$ cat src/rtl/isb_pkg.sv
package isb_pkg;

  // Width of one frame element
  localparam int unsigned DATA_W = 32;

  // Per-cycle command broadcast to every cell of the chain
  typedef struct packed {
    logic insert;  // place the broadcast value into the chain
    logic drain;   // move every entry one cell towards the output
  } cell_ctrl_t;

endpackage

$ cat src/rtl/isb_cell.sv
module isb_cell (
  input  logic                              clk_i,
  input  isb_pkg::cell_ctrl_t               ctrl_i,
  input  logic                              occupied_i,
  input  logic signed [isb_pkg::DATA_W-1:0] in_value_i,
  input  logic                              lower_gt_i,
  input  logic signed [isb_pkg::DATA_W-1:0] lower_value_i,
  input  logic signed [isb_pkg::DATA_W-1:0] upper_value_i,
  output logic                              gt_o,
  output logic signed [isb_pkg::DATA_W-1:0] value_o
);

  logic signed [isb_pkg::DATA_W-1:0] value_d, value_q;

  // An empty cell counts as larger than anything, so the new value lands at
  // the first free cell; equal values stay below the newcomer
  assign gt_o = !occupied_i || (value_q > in_value_i);

  // Shift down on drain, else shift up behind the insertion point or fill it
  always_comb begin
    value_d = value_q;
    priority if (ctrl_i.drain) begin
      value_d = upper_value_i;
    end else if (ctrl_i.insert && gt_o) begin
      value_d = lower_gt_i ? lower_value_i : in_value_i;
    end
  end

  always_ff @(posedge clk_i) begin
    value_q <= value_d;
  end

  assign value_o = value_q;

endmodule

$ cat config.mk
export PLATFORM = sky130hd
export DESIGN_NAME = isb_cell
export DESIGN_NICKNAME = d
export VERILOG_FILES = /design/src/rtl/isb_pkg.sv /design/src/rtl/isb_cell.sv
export SDC_FILE = /design/constraint.sdc
export NUM_CORES = 1
export LEC_CHECK = 0
export ABC_AREA = 1
export BUFFER_PORTS_ARGS = -buffer_cell sky130_fd_sc_hd__buf_2
export CAP_MARGIN = 25
export CORE_ASPECT_RATIO = 1.1
export CORE_MARGIN = 1.5
export CORE_UTILIZATION = 45
export CTS_BUF_LIST = sky130_fd_sc_hd__clkbuf_16
export DETAILED_ROUTE_END_ITERATION = 10
export MAX_ROUTING_LAYER = met4
export PLACE_DENSITY_LB_ADDON = 0.05
export SLEW_MARGIN = 25
export SYNTH_ARGS = -nofsm -noshare
export SYNTH_HDL_FRONTEND = slang
export SYNTH_SLANG_ARGS = --single-unit
$ cat constraint.sdc
create_clock -name clk_i -period 3.2 [get_ports clk_i]
set_input_delay 0.48 -clock clk_i [delete_from_list [all_inputs] [get_ports clk_i]]
set_output_delay 0.48 -clock clk_i [all_outputs]
set_load 0.01 [all_outputs]
==> results of run 1 <==
[layout make-up]
type / instances / area share, %
inverter: 42 / 4.60
clock buffer: 5 / 3.65
tap: 75 / 2.74
clock inverter: 3 / 1.13
timing repair buffer: 136 / 20.5
sequential: 32 / 28.0
multi-input combinational: 205 / 39.3
[per-layer routing]
metal  part of all wire (%)  up-vias  track usage [%]
met5                      0        -                -
met4                   0.87        0             4.91
met3                    6.5        5             5.52
met2                     47       82             34.8
met1                     45     1022             24.5
li1                       -     1271                -
[power breakdown]
| group | switching [mW] | internal [mW] | total, mW |
|---|---|---|---|
| sequential | 0.0241 | 0.521 | 0.545 |
| combinational | 0.205 | 0.179 | 0.384 |
| clock | 0.164 | 0.362 | 0.526 |
[layout by cell type, fill, tap and decap left out]
cell type and instances:
nand2_2 2, edfxtp_1 32, nand4_2 1, o211ai_1 29, ha_1 32, clkbuf_16 5, a21oi_1 19, buf_12 1
a21oi_2 1, nand2_1 69, o21ai_0 2, clkinv_2 1, buf_2 132, inv_2 1, nand4_1 2, nor2_1 10
nor2_2 2, bufinv_16 1, nand3_2 1, nor3_2 1, buf_4 3, a21o_1 1, o21a_1 31, nand3_1 2
inv_1 42
[cells by family (layout without fill, tap and decap cells)]
kind of cell,after synthesis,after routing,synth area share (%)
and+or+nand+nor,90,90,15.0
AOI/OAI and AO/OA,83,83,22.7
adders and majority gates,32,32,15.9
DFF,32,32,38.2
buffers and inverters,55,186,8.25
[metrics by stage]
step	worst slack [ns]	hold slack (ns)	cell area (um2)	total power, mW
floorplan	0.551	0.666	2520	0.783
global placement	0.566	0.751	3260	0.933
detailed placement	0.495	0.753	3260	0.942
CTS	0.696	0.469	3430	1.47
global route	0.513	0.473	3430	1.55
finish	0.726	0.475	3430	1.46
[worst reg2reg max path: stages (launching register included)]
cell      delay, ns
edfxtp_1       0.38
ha_1           0.35
nand2_1        0.10
nor2_2         0.17
nand2_2        0.08
nor2_2         0.14
nand2_1        0.08
nand3_1        0.08
nand3_2        0.08
nand2_2        0.06
nand2_1        0.04
nand2_1        0.34
buf_4          0.26
[how the worst max path moves through the flow]
| stage | endpoint | depth (start not counted) | slack, ns | startpoint |
|---|---|---|---|---|
| final | value_o[23] | 12 | 0.73 | value_o[31] |
| after global routing | value_o[26] | 12 | 0.51 | value_o[31] |
| after CTS | value_o[23] | 12 | 0.70 | value_o[31] |
| after detailed placement | value_o[23] | 14 | 0.50 | in_value_i[31] |
| after global placement | value_o[23] | 14 | 0.57 | in_value_i[31] |
| after floorplan | value_o[0] | 14 | 0.55 | in_value_i[7] |
==> qor.yml, run 1 <==
outcome: "completed"
gpl.final_weighted_congestion: 0.777
die_ht_um: 81.4
synth.ff_latch_count: 32
cts_tree: "built"
avgViaCountPerCell: 4.78
io_pins: 134
yosys.cell_count.top_type: "nand2_1"
crit-reg2reg-launch: "value_o[31]"
syn-mean-instance-area_um2: 8.62
ff2ff_path_depth: 12
worstPathArrival_ns: 2.46
ff_latch_area_um2: 961
critical_path.slowest_cell: "edfxtp_1"
floorplan.initialDensity_pct: 46.7
postRouteWirelength_mm: 5.87
yosys_most_used_dff: "edfxtp_1"
max_cap_viol_count: 0
multiInputGateArea_um2: 1350
drive_gt1_share_pct: 35.9
worst_skew_pair.late_latency_ns: 0.28
power-per-cell-area_nw_per_um2: 424
finish.cell_count_without_fillers: 498
min_from: "upper_value_i[9]"
design.final.nets: 555
post-route-min-period_ns: 2.47
crit_required_ns: 3.18
post_synth_instance_area_um2: 2520
remaining_drc_errors: 0
grt_max_degree: 63
tightestPinTransition_ns: 0.598
synth_common_cells: "nand2_1, inv_1, edfxtp_1, ha_1, o21a_1"
grt_usage_pct: 20.6
timing.critical_path.from_type: "flop"
hpwlAfterDp_mm: 4.62
cts-resized-gates: 0
timing.rr.end: "value_o[23]"
final_core_utilization_pct: 63.5
post_synth_inst_count: 292
hold-path-cell-count: 2
placement.io_buffers: 133
synth-edff-count: 32
synthDominantAreaCellType: "edfxtp_1"
fp.dieW_um: 74.3
grt_setup_unrepaired: "no"
setup_viol_count_final: 0
cellLeakagePower_nw: 1.75
crit_family: "simple AND/OR/NAND/NOR gates"
cts_h_tree_lvls: 2
routedWlPerCell_um: 11.8
synthDominantCellAreaShare_pct: 38.2
cts_setup_buffers: 0
post_synth_num_cell_types: 21
cpPeakStageDelay_ns: 0.38
post-place-cells: 490
r2r_setup_slack_ns: 0.73
design.core.area_um2: 5400
max_reg_flops: 32
post_cts_clock_slew_at_the_launch_and_capture_registers_of_the_worst_setup_and_hold_paths_ns: 0.05
max_clock_freq_mhz: 404
hold_buffers: 0
asyncSetResetFlopFracSynth_pct: 0
num_rows: 28
cts.root.buffer_cell: "clkbuf_16"
yosys-top-cells-area: "edfxtp_1, ha_1, nand2_1"
antennaDiodeCount: 0
antenna_violations_before_repair: 0
antenna_violating_nets_post_route: 0
cts.sink_count: 32
path_cells: "ha_1, nand2_1, nor2_2, nand2_2, nor2_2, nand2_1, nand3_1, nand3_2, nand2_2, nand2_1, nand2_1, buf_4"
final.period_utilization_pct: 77.3
first_iter_violations: 84
slew-limit-headroom_pct: 60.2
cts-root-to-sink-buffers: 2
nFillCells: 505
kind_of_end_point_of_the_critical_path: "flop"
fin_skew_ns: 0.00702
critical_path_peak_fanout: 10
holdCritPathClass: "input pin to flop"
vias: 2380
area.growth.synth_to_final_pct: 36.2
detail_route.first_pass.iterations: 4
syn_nets: 425
grt_first_pass_wirelength_mm: 9.24
number_of_cts_inserted_buffers: 5
path_class: "flop to flop"
via_count_of_the_first_global_routing_pass: 2157
finalSetupTns_ns: 0
vdd_ir_drop_max_mv: 0.251
cpMostUsedCell: "nand2_1"
timing.final.max_slew_violations: 0
ys.warnings.count: 0
min_delay_worst_endpoint: "value_o[9]"
global_route.overflow_total: 0
die-area_um2: 6050
hold_fails_final_rpt: 0
worstPathBufferInverterCount: 1
ys_seq_area_share_pct: 38.2
No activity file was read; power rests on OpenSTA's default activity.
==> run 2, diff against run 1 <==
ABC_AREA = 0   (was 1)
clock period = 2.3 ns   (was 3.2 ns; I/O delays follow)
==> qor.yml, run 2 <==
final_area_um2: 3690
max_cap_viol_count: 0
first_iter_violations: 96
via_count_of_the_first_global_routing_pass: 2244
hold_fails_final_rpt: 0
antennaDiodeCount: 0
path_class: "flop to output port"
setup_viol_count_final: 33
timing.final.max_slew_violations: 0
max_reg_flops: 32
timing.critical_path.from_type: "flop"
synthDominantAreaCellType: "edfxtp_1"
post_synth_inst_count: 260
power-per-cell-area_nw_per_um2: 558
design.core.area_um2: 5330
kind_of_end_point_of_the_critical_path: "output port"
gpl.final_weighted_congestion: 0.754
layout_commonest_cell: "buf_2"
avgViaCountPerCell: 4.94
tightestPinTransition_ns: 0.370
postRouteWirelength_mm: 6.43
detailed_place.area_um2: 3300
ys.warnings.count: 0
crit_required_ns: 1.96
finish.cell_count_without_fillers: 486
worstPathArrival_ns: 2.15
yosys-top-cells-area: "edfxtp_1, ha_1, mux2i_1"
antenna_violating_nets_post_route: 0
outcome: "finished with violations"
syn_nets: 393
worst_skew_pair.late_latency_ns: 0.27
critical_path_peak_fanout: 2
nFillCells: 462
post-route-min-period_ns: 2.49
vias: 2403
syn-mean-instance-area_um2: 9.52
fp.dieW_um: 73.7
synth-edff-count: 32
grt_first_pass_wirelength_mm: 9.54
post_synth_num_cell_types: 25
number_of_cts_inserted_buffers: 5
finalSetupTns_ns: -4.84
layout_common_cells: "buf_2, nand2_1, inv_1"
routedWlPerCell_um: 13.2
floorplan.initialDensity_pct: 46.5
cellLeakagePower_nw: 1.95
cts-root-to-sink-buffers: 2
cts.root.buffer_cell: "clkbuf_16"
die_ht_um: 80.8
synthDominantCellAreaShare_pct: 38.8
failing_checks: "setup timing"
num_rows: 28
ys_seq_area_share_pct: 38.8
post_cts_clock_slew_at_the_launch_and_capture_registers_of_the_worst_setup_and_hold_paths_ns: 0.05
grt_setup_unrepaired: "yes"
fin_skew_ns: 0.00357
cts_h_tree_lvls: 2
drive_gt1_share_pct: 42.1
holdCritPathClass: "input pin to flop"
final.period_utilization_pct: 108
cts.sink_count: 32
grt_usage_pct: 21.5
yosys.cell_count.top_type: "nand2_1"
antenna_violations_before_repair: 0
synth_common_cells: "nand2_1, inv_1, o21ai_0"
max_clock_freq_mhz: 402
grt_max_degree: 33
yosys_most_used_dff: "edfxtp_1"
cts_tree: "built"
slew-limit-headroom_pct: 75.4
post-place-cells: 467
asyncSetResetFlopFracSynth_pct: 0
detail_route.first_pass.iterations: 4
design.final.nets: 543
die-area_um2: 5950
detailedPlace.worstSlack_ns: -0.0570
global_route.overflow_total: 0
io_pins: 134
area.growth.synth_to_final_pct: 49.3
setup_ws_ns: -0.191
post_synth_instance_area_um2: 2470
hpwlAfterDp_mm: 4.92
placement.io_buffers: 133
remaining_drc_errors: 0
final_core_utilization_pct: 69.4
vdd_ir_drop_max_mv: 0.389
synth.ff_latch_count: 32
## run 2: worst max-delay path, stage by stage (launching register included)
cell and delay (ns):
edfxtp_1 0.42, ha_4 0.29, a21o_1 0.12, nand3_2 0.09
a2111oi_4 0.37, a211oi_2 0.07, o211a_1 0.25, o21ai_2 0.12
buf_2 0.15
## run 2: timing repair
item                                    CTS  global route
pin swaps                                 2             9
gates resized for setup                   2            15
hold buffers                              0             0
buffers inserted                          3             6
endpoints found under the setup margin    9            33
endpoints found under the hold margin     0             0
cloned                                    0             2
## run 2: cells by family after synthesis
kind of cell	after synthesis	share of synthesized area, %
muxes	32	12.9
AOI/OAI and AO/OA	62	14.2
adders and majority gates	32	16.2
and+or+nand+nor	56	10.7
DFF	32	38.8
buffers and inverters	46	7.13
## run 2: routing by layer
metal	part of all wire [%]	GRT usage [%]	wire (um)
met4	1.5	5.93	94
met2	52	39.6	3370
met3	4.7	4.22	300
met1	41	23.4	2670
met5	0	-	0
## run 2: worst paths after layout
check	start	endpoint	slack (ns)	cells past startpoint
max	value_o[5]	gt_o	-0.19	8
min	upper_value_i[21]	value_o[21]	0.35	3
max reg2reg	value_o[5]	value_o[18]	-0.17	10
min reg2reg	value_o[31]	value_o[30]	1.31	6
## run 2: power by group
| part | total, mW | switching [mW] | internal (mW) |
|---|---|---|---|
| sequential | 0.776 | 0.0404 | 0.735 |
| clock | 0.621 | 0.232 | 0.389 |
| combinational | 0.665 | 0.337 | 0.328 |
## run 2: layout make-up
class                           instances  area (um2)  share of cell area [%]
Multi-Input combinational cell        182        1460                    39.6
Sequential cell                        32         961                    26.0
Timing Repair Buffer                  154         911                    24.7
Inverter                               35         131                    3.56
Clock buffer                            5         125                    3.39
Tap cell                               75        93.8                    2.54
Clock inverter                          3        11.3                   0.305
## run 2: stage by stage
step / hold WS, ns / total power [mW]
2_1_floorplan: 0.532 / 1.10
4_1_cts: 0.346 / 1.99
3_5_place_dp: 0.628 / 1.36
3_3_place_gp: 0.623 / 1.34
6_report: 0.346 / 2.06
5_1_grt: 0.348 / 2.19
==> run 3, diff against run 2 <==
RECOVER_POWER = 100   (was default)
==> qor.yml, run 3 (synthesis gave the netlist of run 2 again) <==
nFillCells: 475
design.final.nets: 543
num_rows: 28
grt_first_pass_wirelength_mm: 9.54
path_class: "flop to output port"
post-route-min-period_ns: 2.49
timing.final.max_slew_violations: 0
fin_total_pwr_mw: 2.05
antenna_violations_before_repair: 0
number_of_cts_inserted_buffers: 5
holdCritPathClass: "input pin to flop"
cts.sink_count: 32
final_area_um2: 3650
vias: 2401
gpl.final_weighted_congestion: 0.754
area.growth.synth_to_final_pct: 47.3
vdd_ir_drop_max_mv: 0.391
global_route.overflow_total: 0
postRouteWirelength_mm: 6.47
drive_gt1_share_pct: 35.5
via_count_of_the_first_global_routing_pass: 2244
kind_of_end_point_of_the_critical_path: "output port"
outcome: "finished with violations"
timing.critical_path.from_type: "flop"
die-area_um2: 5950
cts.root.buffer_cell: "clkbuf_16"
floorplan.initialDensity_pct: 46.5
antenna_violating_nets_post_route: 0
failing_checks: "setup timing"
tightestPinTransition_ns: 1.12
avgViaCountPerCell: 4.94
layout_commonest_cell: "buf_2"
max_cap_viol_count: 0
detailedPlace.worstSlack_ns: -0.0570
die_ht_um: 80.8
grt_max_degree: 33
worstPathArrival_ns: 2.15
detailed_place.area_um2: 3300
power-per-cell-area_nw_per_um2: 562
final.period_utilization_pct: 108
worst_skew_pair.late_latency_ns: 0.27
design.core.area_um2: 5330
antennaDiodeCount: 0
setup_ws_ns: -0.191
hold_fails_final_rpt: 0
crit_required_ns: 1.96
fp.dieW_um: 73.7
cts_tree: "built"
post_cts_clock_slew_at_the_launch_and_capture_registers_of_the_worst_setup_and_hold_paths_ns: 0.05
holdWs_ns: 0.346
cts_h_tree_lvls: 2
layout_common_cells: "buf_2, nand2_1, inv_1"
finalSetupTns_ns: -4.80
max_reg_flops: 32
grt_setup_unrepaired: "yes"
routedWlPerCell_um: 13.3
max_clock_freq_mhz: 402
first_iter_violations: 87
detail_route.first_pass.iterations: 4
cellLeakagePower_nw: 1.87
placement.io_buffers: 133
grt_usage_pct: 21.5
hold_buffers: 0
remaining_drc_errors: 0
critical_path_peak_fanout: 2
cts-root-to-sink-buffers: 2
fin_skew_ns: 0.00374
setup_viol_count_final: 33
io_pins: 134
hpwlAfterDp_mm: 4.92
slew-limit-headroom_pct: 25.4
-- run 3: changes by cell type in the layout (fill, tap and decap cells not counted) --
cell and delta:
clkbuf_2 +1, buf_2 -27, clkbuf_1 +27, buf_12 -1
-- run 3: layout make-up --
cell class	instances	area, um2	share of cell area [%]
Sequential cell	32	961	26.4
Multi-Input combinational cell	182	1460	40.1
Clock inverter	3	11.3	0.309
Inverter	35	131	3.60
Timing Repair Buffer	154	862	23.6
Clock buffer	5	125	3.43
Tap cell	75	93.8	2.57
-- run 3: worst max-delay path, stage by stage, from the launching register on --
cell and delay [ns]:
edfxtp_1 0.42, ha_4 0.29, a21o_1 0.12, nand3_2 0.09, a2111oi_4 0.37, a211oi_2 0.07
o211a_1 0.25, o21ai_2 0.12, buf_2 0.15
-- run 3: worst paths after layout --
path	startpoint	to	slack (ns)	cells past startpoint
min reg2reg	value_o[31]	value_o[30]	1.31	6
max reg2reg	value_o[5]	value_o[14]	-0.16	10
max	value_o[5]	gt_o	-0.19	8
min	upper_value_i[21]	value_o[21]	0.35	3
-- run 3: repair_timing --
action / CTS / global route
gates resized for setup: 2 / 15
pin swaps: 2 / 9
gates cloned: 0 / 2
setup endpoints to repair: 9 / 33
setup buffers: 3 / 6
-- run 3: per-stage QoR --
stage / util [%] / std cells
after floorplan: - / 260
after global placement: 62.0 / 467
after detailed placement: 62.0 / 467
after CTS: 65.1 / 478
after global routing: 68.5 / 486
final: 68.5 / 486
-- run 3: per-layer routing --
layer	GRT usage (%)	share of wire (%)	routed length, um	up-vias
met4	5.93	1.5	94	0
met3	4.22	4.8	313	10
met5	-	0	0	-
met1	23.4	41	2670	1081
li1	-	-	-	1231
met2	39.6	52	3390	79
-- run 3: power breakdown --
| part | switching, mW | internal, mW |
|---|---|---|
| logic | 0.337 | 0.311 |
| registers | 0.0424 | 0.736 |
| clock network | 0.233 | 0.389 |
